$ cat src/rtl/core/assert_macros.svh
// Assertion helpers for the RTL files.
`ifndef ASSERT_MACROS_SVH
`define ASSERT_MACROS_SVH

// Property checked at every rising clock edge outside reset.
`define ASSERT_CLK(label, clk, rst_n, prop, msg) \
	label: assert property (@(posedge clk) disable iff (!(rst_n)) (prop)) else $error(msg);

// Condition that must never be true outside reset.
`define ASSERT_NEVER(label, clk, rst_n, cond, msg) \
	label: assert property (@(posedge clk) disable iff (!(rst_n)) !(cond)) else $error(msg);

`endif

$ cat src/rtl/core/bgd_pkg.sv
// ----------------------------------------------------------------------------
// Button group debouncer package
// Field widths, item kinds, register indexes and defaults.
// ----------------------------------------------------------------------------
package bgd_pkg;

	localparam int KIND_W       = 2;
	localparam int IDX_W        = 3;
	localparam int SAMPLE_W     = 16;
	localparam int OUT_W        = 8;
	localparam int PERIOD_W     = 16;
	localparam int THRESH_W     = 16;
	localparam int MASK_W       = 8;
	localparam int CFG_IDX_W    = 2;
	localparam int CFG_DATA_W   = 16;

	localparam int DEF_NUM_BUTTONS = 8;
	localparam int DEF_COUNT_WIDTH = 16;

	localparam logic [PERIOD_W-1:0] PERIOD_RESET = PERIOD_W'(1);

	typedef enum logic [KIND_W-1:0] {
		KIND_SAMPLE      = 2'd0,
		KIND_TICK        = 2'd1,
		KIND_CLR_PRESS   = 2'd2,
		KIND_CLR_RELEASE = 2'd3
	} kind_t;

	typedef enum logic [CFG_IDX_W-1:0] {
		CFG_PERIOD    = 2'd0,
		CFG_THRESHOLD = 2'd1,
		CFG_MASK      = 2'd2
	} cfg_idx_t;

endpackage

$ cat src/rtl/core/button_group_debouncer.sv
// ----------------------------------------------------------------------------
// Button group debouncer
// Integrator debounce of a group of buttons with sticky press and release
// flags.
// ----------------------------------------------------------------------------
// The block accepts one item per clock cycle while its result is not stalled and
// returns one result for each item: the item is first captured in an input
// register, then one pass of logic updates the raw bits, or all integrators in
// parallel with the levels and flags, or the flags, which then stand as the
// result until it is taken. A stalled result holds the input register, and the
// input channel keeps accepting as soon as the result is taken in the same cycle.
// Configuration writes are taken at any time and should be made while idle.
`include "assert_macros.svh"

module button_group_debouncer #(
	parameter int NUM_BUTTONS = bgd_pkg::DEF_NUM_BUTTONS,
	parameter int COUNT_WIDTH = bgd_pkg::DEF_COUNT_WIDTH
) (
	input  logic                           clk,
	input  logic                           arst_n,
	input  logic                           in_valid,
	output logic                           in_ready,
	input  logic [bgd_pkg::KIND_W-1:0]     kind,
	input  logic [bgd_pkg::IDX_W-1:0]      button_index,
	input  logic [bgd_pkg::SAMPLE_W-1:0]   sample_value,
	output logic                           out_valid,
	input  logic                           out_ready,
	output logic [bgd_pkg::OUT_W-1:0]      debounced_state,
	output logic [bgd_pkg::OUT_W-1:0]      press_flags,
	output logic [bgd_pkg::OUT_W-1:0]      release_flags,
	input  logic                           cfg_valid,
	output logic                           cfg_ready,
	input  logic [bgd_pkg::CFG_IDX_W-1:0]  cfg_index,
	input  logic [bgd_pkg::CFG_DATA_W-1:0] cfg_data
);

	localparam int EXT_W = (COUNT_WIDTH > bgd_pkg::PERIOD_W) ? COUNT_WIDTH : bgd_pkg::PERIOD_W;

	logic [bgd_pkg::PERIOD_W-1:0] period_q;
	logic [bgd_pkg::THRESH_W-1:0] thresh_q;
	logic [bgd_pkg::MASK_W-1:0]   amask_q;

	logic                          valid_s1;
	logic [bgd_pkg::KIND_W-1:0]    kind_s1;
	logic [bgd_pkg::IDX_W-1:0]     idx_s1;
	logic [bgd_pkg::SAMPLE_W-1:0]  sample_s1;

	logic                          out_valid_q;
	logic [NUM_BUTTONS-1:0]        raw_q;
	logic [NUM_BUTTONS-1:0]        deb_q;
	logic [NUM_BUTTONS-1:0]        press_q;
	logic [NUM_BUTTONS-1:0]        rel_q;
	logic [COUNT_WIDTH-1:0]        integ_q [NUM_BUTTONS];

	logic                          advance;
	logic [EXT_W-1:0]              period_ext;
	logic [COUNT_WIDTH-1:0]        period_eff;
	logic [NUM_BUTTONS-1:0]        sel;
	logic [NUM_BUTTONS-1:0]        amask_ext;
	logic                          sample_on;
	logic [COUNT_WIDTH-1:0]        integ_nx [NUM_BUTTONS];
	logic [NUM_BUTTONS-1:0]        deb_tick;
	logic [NUM_BUTTONS-1:0]        raw_d;
	logic [NUM_BUTTONS-1:0]        deb_d;
	logic [NUM_BUTTONS-1:0]        press_d;
	logic [NUM_BUTTONS-1:0]        rel_d;
	logic                          tick_d;

	assign cfg_ready = 1'b1;
	assign advance   = valid_s1 && (!out_valid_q || out_ready);
	assign in_ready  = !valid_s1 || advance;
	assign out_valid = out_valid_q;

	assign debounced_state = bgd_pkg::OUT_W'(deb_q);
	assign press_flags     = bgd_pkg::OUT_W'(press_q);
	assign release_flags   = bgd_pkg::OUT_W'(rel_q);

	always_ff @(posedge clk or negedge arst_n) begin
		if (!arst_n) begin
			period_q <= bgd_pkg::PERIOD_RESET;
			thresh_q <= '0;
			amask_q  <= '0;
		end else if (cfg_valid) begin
			case (bgd_pkg::cfg_idx_t'(cfg_index))
				bgd_pkg::CFG_PERIOD:    period_q <= cfg_data[bgd_pkg::PERIOD_W-1:0];
				bgd_pkg::CFG_THRESHOLD: thresh_q <= cfg_data[bgd_pkg::THRESH_W-1:0];
				bgd_pkg::CFG_MASK:      amask_q  <= cfg_data[bgd_pkg::MASK_W-1:0];
				default: ;
			endcase
		end
	end

	always_ff @(posedge clk or negedge arst_n) begin
		if (!arst_n) begin
			valid_s1 <= 1'b0;
		end else if (in_ready) begin
			valid_s1 <= in_valid;
		end
	end

	always_ff @(posedge clk) begin
		if (in_valid && in_ready) begin
			kind_s1   <= kind;
			idx_s1    <= button_index;
			sample_s1 <= sample_value;
		end
	end

	always_comb begin
		period_ext = EXT_W'(period_q);
		if (period_ext == '0) begin
			period_ext = EXT_W'(1);
		end
		if (period_ext > EXT_W'({COUNT_WIDTH{1'b1}})) begin
			period_ext = EXT_W'({COUNT_WIDTH{1'b1}});
		end
		period_eff = COUNT_WIDTH'(period_ext);
	end

	assign amask_ext = NUM_BUTTONS'(amask_q);

	always_comb begin
		for (int i = 0; i < NUM_BUTTONS; i++) begin
			sel[i] = (int'(idx_s1) == i);
		end
	end

	always_comb begin
		if ((amask_ext & sel) != '0) begin
			sample_on = sample_s1 > thresh_q;
		end else begin
			sample_on = sample_s1 != '0;
		end
	end

	always_comb begin
		for (int i = 0; i < NUM_BUTTONS; i++) begin
			if (raw_q[i]) begin
				if (integ_q[i] < period_eff) begin
					integ_nx[i] = integ_q[i] + COUNT_WIDTH'(1);
				end else begin
					integ_nx[i] = period_eff;
				end
			end else if (integ_q[i] != '0) begin
				integ_nx[i] = integ_q[i] - COUNT_WIDTH'(1);
			end else begin
				integ_nx[i] = integ_q[i];
			end
			if (integ_nx[i] == '0) begin
				deb_tick[i] = 1'b0;
			end else if (integ_nx[i] >= period_eff) begin
				deb_tick[i] = 1'b1;
			end else begin
				deb_tick[i] = deb_q[i];
			end
		end
	end

	always_comb begin
		raw_d   = raw_q;
		deb_d   = deb_q;
		press_d = press_q;
		rel_d   = rel_q;
		tick_d  = 1'b0;
		case (bgd_pkg::kind_t'(kind_s1))
			bgd_pkg::KIND_SAMPLE: begin
				raw_d = sample_on ? (raw_q | sel) : (raw_q & ~sel);
			end
			bgd_pkg::KIND_TICK: begin
				tick_d  = 1'b1;
				deb_d   = deb_tick;
				press_d = press_q | (deb_tick & ~deb_q);
				rel_d   = rel_q | (~deb_tick & deb_q);
			end
			bgd_pkg::KIND_CLR_PRESS: begin
				press_d = press_q & ~sel;
			end
			bgd_pkg::KIND_CLR_RELEASE: begin
				rel_d = rel_q & ~sel;
			end
			default: ;
		endcase
	end

	always_ff @(posedge clk or negedge arst_n) begin
		if (!arst_n) begin
			out_valid_q <= 1'b0;
			raw_q       <= '0;
			deb_q       <= '0;
			press_q     <= '0;
			rel_q       <= '0;
			for (int i = 0; i < NUM_BUTTONS; i++) begin
				integ_q[i] <= '0;
			end
		end else begin
			if (advance) begin
				out_valid_q <= 1'b1;
			end else if (out_ready) begin
				out_valid_q <= 1'b0;
			end
			if (advance) begin
				raw_q   <= raw_d;
				deb_q   <= deb_d;
				press_q <= press_d;
				rel_q   <= rel_d;
				if (tick_d) begin
					for (int i = 0; i < NUM_BUTTONS; i++) begin
						integ_q[i] <= integ_nx[i];
					end
				end
			end
		end
	end

	// A waiting result must not change under the consumer.
	`ASSERT_CLK(a_result_holds, clk, arst_n, out_valid_q && !out_ready |=> $stable(deb_q) && $stable(press_q) && $stable(rel_q), "result changed while stalled")
	// Debounced levels move only on a tick.
	`ASSERT_CLK(a_deb_on_tick, clk, arst_n, !(advance && tick_d) |=> $stable(deb_q), "debounced level changed without a tick")
	// Press flags are only ever set by a tick.
	`ASSERT_CLK(a_press_on_tick, clk, arst_n, !(advance && tick_d) |=> (press_q & ~$past(press_q)) == '0, "press flag set without a tick")
	// A stalled input register keeps its item.
	`ASSERT_CLK(a_s1_holds, clk, arst_n, valid_s1 && !advance |=> valid_s1 && $stable(kind_s1) && $stable(idx_s1) && $stable(sample_s1), "input register lost a stalled item")
	// The input register cannot advance into a result that is still waiting.
	`ASSERT_NEVER(a_no_overrun, clk, arst_n, advance && out_valid_q && !out_ready, "result overwritten before transfer")

endmodule
$ cat config.mk
export PLATFORM = sky130hd
export DESIGN_NAME = button_group_debouncer
export DESIGN_NICKNAME = d
export VERILOG_FILES = /design/src/rtl/core/bgd_pkg.sv /design/src/rtl/core/button_group_debouncer.sv
export VERILOG_INCLUDE_DIRS = /design/src /design/src/rtl/core
export SDC_FILE = /design/constraint.sdc
export NUM_CORES = 1
export LEC_CHECK = 0
export BUFFER_PORTS_ARGS = -buffer_cell sky130_fd_sc_hd__buf_2
export CAP_MARGIN = 20
export CORE_MARGIN = 2
export CORE_UTILIZATION = 50
export CTS_CLUSTER_DIAMETER = 200
export DETAILED_ROUTE_END_ITERATION = 10
export PLACE_DENSITY_LB_ADDON = 0.12
export SYNTH_ARGS = -nofsm -noshare
export SYNTH_HDL_FRONTEND = slang
export SYNTH_SLANG_ARGS = --single-unit
$ cat constraint.sdc
create_clock -name clk -period 9.9 [get_ports clk]
set_input_delay 0.495 -clock clk [delete_from_list [all_inputs] [get_ports clk]]
set_output_delay 0.495 -clock clk [all_outputs]
set_load 0.02 [all_outputs]
==> results of run 1 <==
registers in the layout (all words and copies together) (netlist names), named ones only:
| name | count |
|---|---|
| release_flags | 8 |
| debounced_state | 8 |
| thresh_q | 16 |
| integ_q | 128 |
| kind_s1 | 2 |
| sample_s1 | 16 |
| period_q | 16 |
| idx_s1 | 3 |
| valid_s1 | 1 |
| amask_ext | 8 |
| out_valid | 1 |
| press_flags | 8 |
cells by family (layout without fill, tap and decap cells):
group | Yosys count | after routing
DFF | 223 | 223
AOI/OAI and AO/OA | 693 | 693
buffers and inverters | 311 | 287
other | 1 | 1
muxes | 76 | 76
xor gates and xnor gates | 101 | 101
and+or+nand+nor | 1231 | 1231
adders and majority gates | 286 | 286
worst max-delay path: cells and delay by family (launching register included):
family,cells,cell delay [ps]
buffers and inverters,2,810
flip-flops,1,870
AO/OA/AOI/OAI,9,2880
AND/OR/NAND/NOR,4,920
adder cells (fa/ha/maj),2,720
path summary, 6_finish.rpt:
| path | startpoint | to | cells after the start |
|---|---|---|---|
| setup / recovery | period_q[14] | debounced_state[5] | 17 |
| hold / removal | kind[1] | kind_s1[1] | 1 |
| setup reg to reg | period_q[14] | debounced_state[5] | 17 |
| hold reg to reg | press_flags[4] | press_flags[4] | 2 |
| max in group asynchronous | arst_n | thresh_q[14] | 4 |
| min in group asynchronous | arst_n | release_flags[4] | 2 |
per-stage QoR:
step                      hold WS (ps)  std cells  power (mW)   util  setup slack (ps)
final                             66.8       3490        8.53  0.545              3540
after global routing              59.1       3490        9.22  0.545              3280
after CTS                         45.7       3490        8.38  0.545              3710
after detailed placement           467       3443        7.35  0.525              3770
after global placement             466       3443        7.22  0.525              3950
after floorplan                    199       2922        5.74      -              5250
area by class of cell:
cell class | count | area (sq um)
repair buffers | 114 | 696
flip-flops and latches | 223 | 5690
multi-input cells | 2388 | 15700
clock buffers | 40 | 754
inverters | 127 | 477
fillers | 4196 | 20200
well taps | 592 | 741
clock inverters | 6 | 98.8
synthesized netlist by cell type (10+ instances only):
| master | n |
|---|---|
| a31oi_1 | 31 |
| or2_2 | 11 |
| and3_1 | 42 |
| o22ai_1 | 20 |
| mux2_2 | 45 |
| inv_1 | 120 |
| nor4_1 | 52 |
| xnor2_1 | 57 |
| nand2_1 | 491 |
| edfxtp_1 | 21 |
| o21a_1 | 12 |
| ha_1 | 286 |
| or4_1 | 23 |
| a21oi_1 | 141 |
| a221oi_1 | 15 |
| nor2b_1 | 36 |
| dfrtp_1 | 201 |
| o211ai_1 | 31 |
| nand4_1 | 74 |
| and2_1 | 10 |
| xor2_1 | 44 |
| mux2i_1 | 31 |
| nand3_1 | 114 |
| and4_1 | 13 |
| nor3_1 | 93 |
| o21ai_0 | 203 |
| nor3b_1 | 15 |
| o221ai_1 | 10 |
| or3_1 | 21 |
| a211oi_1 | 33 |
| nor2_1 | 173 |
| nand2b_1 | 26 |
| a21o_1 | 47 |
| o31ai_1 | 22 |
| clkbuf_1 | 154 |
| buf_1 | 20 |
power by group:
part           internal [mW]  switching (mW)  leakage, nW
Sequential              1.23           0.809         2.74
Combinational           2.15            3.34         7.74
Clock                  0.577           0.424        0.416
per-layer routing:
layer  global-route usage  vias to the layer above  part of all wire
met5                    0                        -           0.00013
met4                0.134                        2             0.043
met3               0.0525                      222             0.085
met2                0.544                     1116              0.45
met1                0.468                    11000              0.42
li1                     -                    10600                 -
==> impl_metrics.toml, run 1 <==
[outcome]
status = "finished clean"

[critical_path]
cpMostUsedCell = "o21ai_0"
slowest_stage = "o211ai_1"
worstPathMaxFanout = 12
cp-start-kind = "flop"
slowest_delay_ps = 930
r2r_setup_slack_ps = 3540
worstSetupPathType = "reg2reg"
end_kind = "flop"
worstPathArrival_ps = 6790
crit_chain = "inv_1 > buf_4 > ha_1 > nand4_1 > or4_1 > o211ai_1 > o21ai_0 > a222oi_1 > ha_1 > a21oi_1 > nor2b_1 > o21ai_0 > nand2b_1 > a2111oi_0 > o21ai_0 > o31ai_1 > o21ai_0"
crit_required_ps = 10330

[cts]
numCtsBuffers = 27
cts_root_buffer = "clkbuf_16"
htreeDepth = 1
cts_sinks = 223
clk_pin_slew_ps = 70
cts_tree = "built"
cts_hold_buf = 1
clockBufferDepth = 3
post_cts_buffers = 0
cts_resized = 0
clk_latency_ps = 600

[synthesis]
synth_cell_types = 89
ys_seq_elements = 223
synth_top_family_by_area = "simple AND/OR/NAND/NOR gates"
synth_mux_area_frac = 0.0362
synth_compound_gate_area_share = 0.198
yosys-top-cells-area = "dfrtp_1, ha_1, nand2_1, o21ai_0, a21oi_1"
synth_edf_count = 21
synth_area_sq_mm = 0.0226
synthArstFlopShare = 0.906
synth_nets = 3252
avgSynthCellArea_sq_um = 7.73
synth-simple-area-share = 0.264
yosysTopAreaCellShare = 0.223
post_synth_xor_area_fraction = 0.0391
ys_seq_area_frac = 0.252
synthCells = 2922
synthFlopType = "dfrtp_1"
yosys.area.top_type = "dfrtp_1"
synthAdderAreaFrac = 0.158
yosysWarningCount = 0

[timing]
fin_crit_sh = 0.643
maxSlewHeadroom = 0.254
skew_ps = 29.3
finalCriticalPeriod_ps = 6360
final.setup.tns_ps = 0
max_freq_ghz = 0.157
finalHoldViolations = 0
finalSetupViolations = 0
rsz0062_at_grt = "no"
tightest_slew_ps = 1110
slew_viol_final = 0

[global_routing]
grt_pass1_vias = 21600
antenna_found_initial = 1
grt_pass1_wl_um = 127000
grt_max_degree = 74
grt_usage = 0.342
overflow = 0

[detailed_routing]
drt_wl_total_um = 81600
drc = 0
drtPass1Iterations = 6
vias = 23000
drt_iter0_markers = 2427
avgViaCountPerCell = 6.58
post_drt_wl_per_cell_um = 23.4
antenna_left = 0

[floorplan]
initial_utilization = 0.509
rows = 77
pin_count = 71
die_h_um = 217
die_w_um = 217
die_area_sq_mm = 0.0469
placeableCoreArea_sq_mm = 0.0444

[placed_design]
dp_hpwl_um = 57800
io_buffers = 69
place_area_sq_mm = 0.0233
gp_congestion = 0.957

[final_layout]
diodes = 0
drive_gt1_frac = 0.0811
area_growth_pct = 7.09
num-nets-final = 3211
final_cell_mix = "nand2_1, ha_1, o21ai_0, dfrtp_1, nor2_1"
final_common_cell = "nand2_1"
post-route-cell-area_sq_mm = 0.0242

[power_and_ir_drop]
power.density_mw_per_mm2 = 352
power.leakage_nw = 10.9
vdd_ir_drop_max_uv = 175

[run]
maxCapViolCount = 0

[min_path]
hold_path_class = "in2reg"
Power figures use the tool's default switching activity.
==> run 2: changes to the inputs <==
==> constraint.sdc (replaced) <==
create_clock -name clk -period 5.15 [get_ports clk]
set_input_delay 0.2575 -clock clk [delete_from_list [all_inputs] [get_ports clk]]
set_output_delay 0.2575 -clock clk [all_outputs]
set_load 0.02 [all_outputs]
==> impl_metrics.toml, run 2 (synthesized netlist as in run 1, its figures left out) <==
[final_layout]
top_register = "integ_q"
diodes = 0
final_common_cell = "nand2_1"
final_cell_mix = "nand2_1, ha_1, o21ai_0, dfrtp_1, nor2_1"
post-route-cell-area_sq_mm = 0.0254
largest_reg_flops = 128
num-nets-final = 3338
drive_gt1_frac = 0.113
fin_util = 0.573
final_cell_count_no_fill = 3621
area_growth_pct = 12.6

[timing]
tightest_slew_ps = 1120
finalHoldViolations = 0
skew_ps = 21.5
fin_crit_sh = 0.971
rsz0062_at_grt = "no"
finalCriticalPeriod_ps = 5000
finalSetupViolations = 0
slew_viol_final = 0
whs_ps = 31.4
final.setup.tns_ps = 0
layout_setup_ws_ps = 148
maxSlewHeadroom = 0.254
max_freq_ghz = 0.200

[cts]
cts_sinks = 223
htreeDepth = 1
clk_pin_slew_ps = 60
clockBufferDepth = 3
cts_tree = "built"
numCtsBuffers = 28
clk_latency_ps = 600
cts_root_buffer = "clkbuf_16"

[placed_design]
pre_cts_slack_ps = 1.48
io_buffers = 69
dp_hpwl_um = 61900
place_inst = 3526
gp_congestion = 1.03
place_area_sq_mm = 0.0240

[global_routing]
antenna_found_initial = 2
grt_pass1_vias = 22500
overflow = 0
grt_pass1_wl_um = 131000
grt_usage = 0.355
grt_max_degree = 113

[power_and_ir_drop]
switchingPower_mw = 8.96
power.density_mw_per_mm2 = 669
p_int_mw = 8.06
power.leakage_nw = 11.5
seqPwrFrac = 0.224
power_switching_share = 0.526
pwr-share-comb = 0.654
finalPower_mw = 17.0
vdd_ir_drop_max_uv = 598
pwr-share-clk = 0.122

[detailed_routing]
wl_met1_um = 35300
vias = 23500
routed.top_layer = "met5"
wl_met2_um = 38000
antenna_left = 0
drc = 0
met3_length_um = 6850
drt_wl_total_um = 84300
post_drt_wl_per_cell_um = 23.3
drt_iter0_markers = 2505
avgViaCountPerCell = 6.48
drtPass1Iterations = 5

[floorplan]
die_area_sq_mm = 0.0469
rows = 77
placeableCoreArea_sq_mm = 0.0444
die_w_um = 217
initial_utilization = 0.509
pin_count = 71
die_h_um = 217

[critical_path]
cp-start-kind = "flop"
slowest_delay_ps = 630
crit_chain = "inv_1 > buf_4 > ha_1 > nand4_1 > or4_1 > o211a_2 > buf_4 > mux2i_1 > a21oi_1 > ha_1 > a21oi_1 > nor2b_1 > o21ai_0 > nand2b_1 > a21oi_1 > nor2_1 > a2111oi_0 > o21ai_0 > o31ai_1 > o21ai_0"
end_kind = "flop"
slowest_stage = "or4_1"
worstPathMaxFanout = 9
worstPathArrival_ps = 5430
worstSetupPathType = "reg2reg"
crit_required_ps = 5580

[run]
maxCapViolCount = 0

[min_path]
hold_path_class = "in2reg"

[outcome]
status = "finished clean"
## run 2: cell types whose count changed in the layout (fill, tap and decap cells not counted), sizes merged
cell | previous run | this run
inv | 121 | 119
buf | 113 | 200
clkbuf | 40 | 30
dlygate4sd3 | 1 | 40
bufinv | 2 | 4
clkinv | 10 | 18
clkinvlp | 0 | 7
## run 2: worst paths after layout
kind,endpoint,cells past startpoint,slack (ps),startpoint
max,debounced_state[5],20,150,period_q[10]
max in group asynchronous,integ_q[113],3,3750,arst_n
min,out_valid,3,30,out_ready
min in group asynchronous,integ_q[65],2,270,arst_n
max reg2reg,debounced_state[5],20,150,period_q[10]
min reg2reg,amask_ext[3],1,510,amask_ext[3]
## run 2: power groups by stage
| stage | Sequential [mW] | Combinational [mW] | Clock (mW) |
|---|---|---|---|
| floorplan | 2.96 | 8.07 | 0 |
| global placement | 3.78 | 10.5 | 0 |
| detailed placement | 3.77 | 10.8 | 0 |
| CTS | 3.75 | 10.8 | 2.12 |
| global route | 3.91 | 12.4 | 2.17 |
| finish | 3.81 | 11.1 | 2.08 |
## run 2: area by class of cell
cell class                 count  area, sq um
fill                        4135        19000
timing repair buffer         240         1810
inverter                     127          484
tap                          592          741
clock inverter                21          244
clock buffer                  30          708
multi-input combinational   2388        15800
sequential                   223         5690
## run 2: what timing repair did
item | CTS | global route
resized for setup | 0 | 12
setup endpoints to repair | 0 | 15
hold buffers | 40 | 0
buffers inserted | 0 | 3
endpoints found under the hold margin | 145 | 0
## run 2: layer usage
metal  GRT usage  up-vias
met1       0.471    11200
met3      0.0545      245
met2       0.570     1115
met5           0        -
li1            -    10900
met4       0.162        4
## run 2: critical path: cells and delay by family, from the launching register on
family          cells  cell delay [ps]
compound gates      9             2040
buf+inv             3              580
simple gates        5              950
flops               1              520
mux                 1              110
fa+ha+maj           2              630
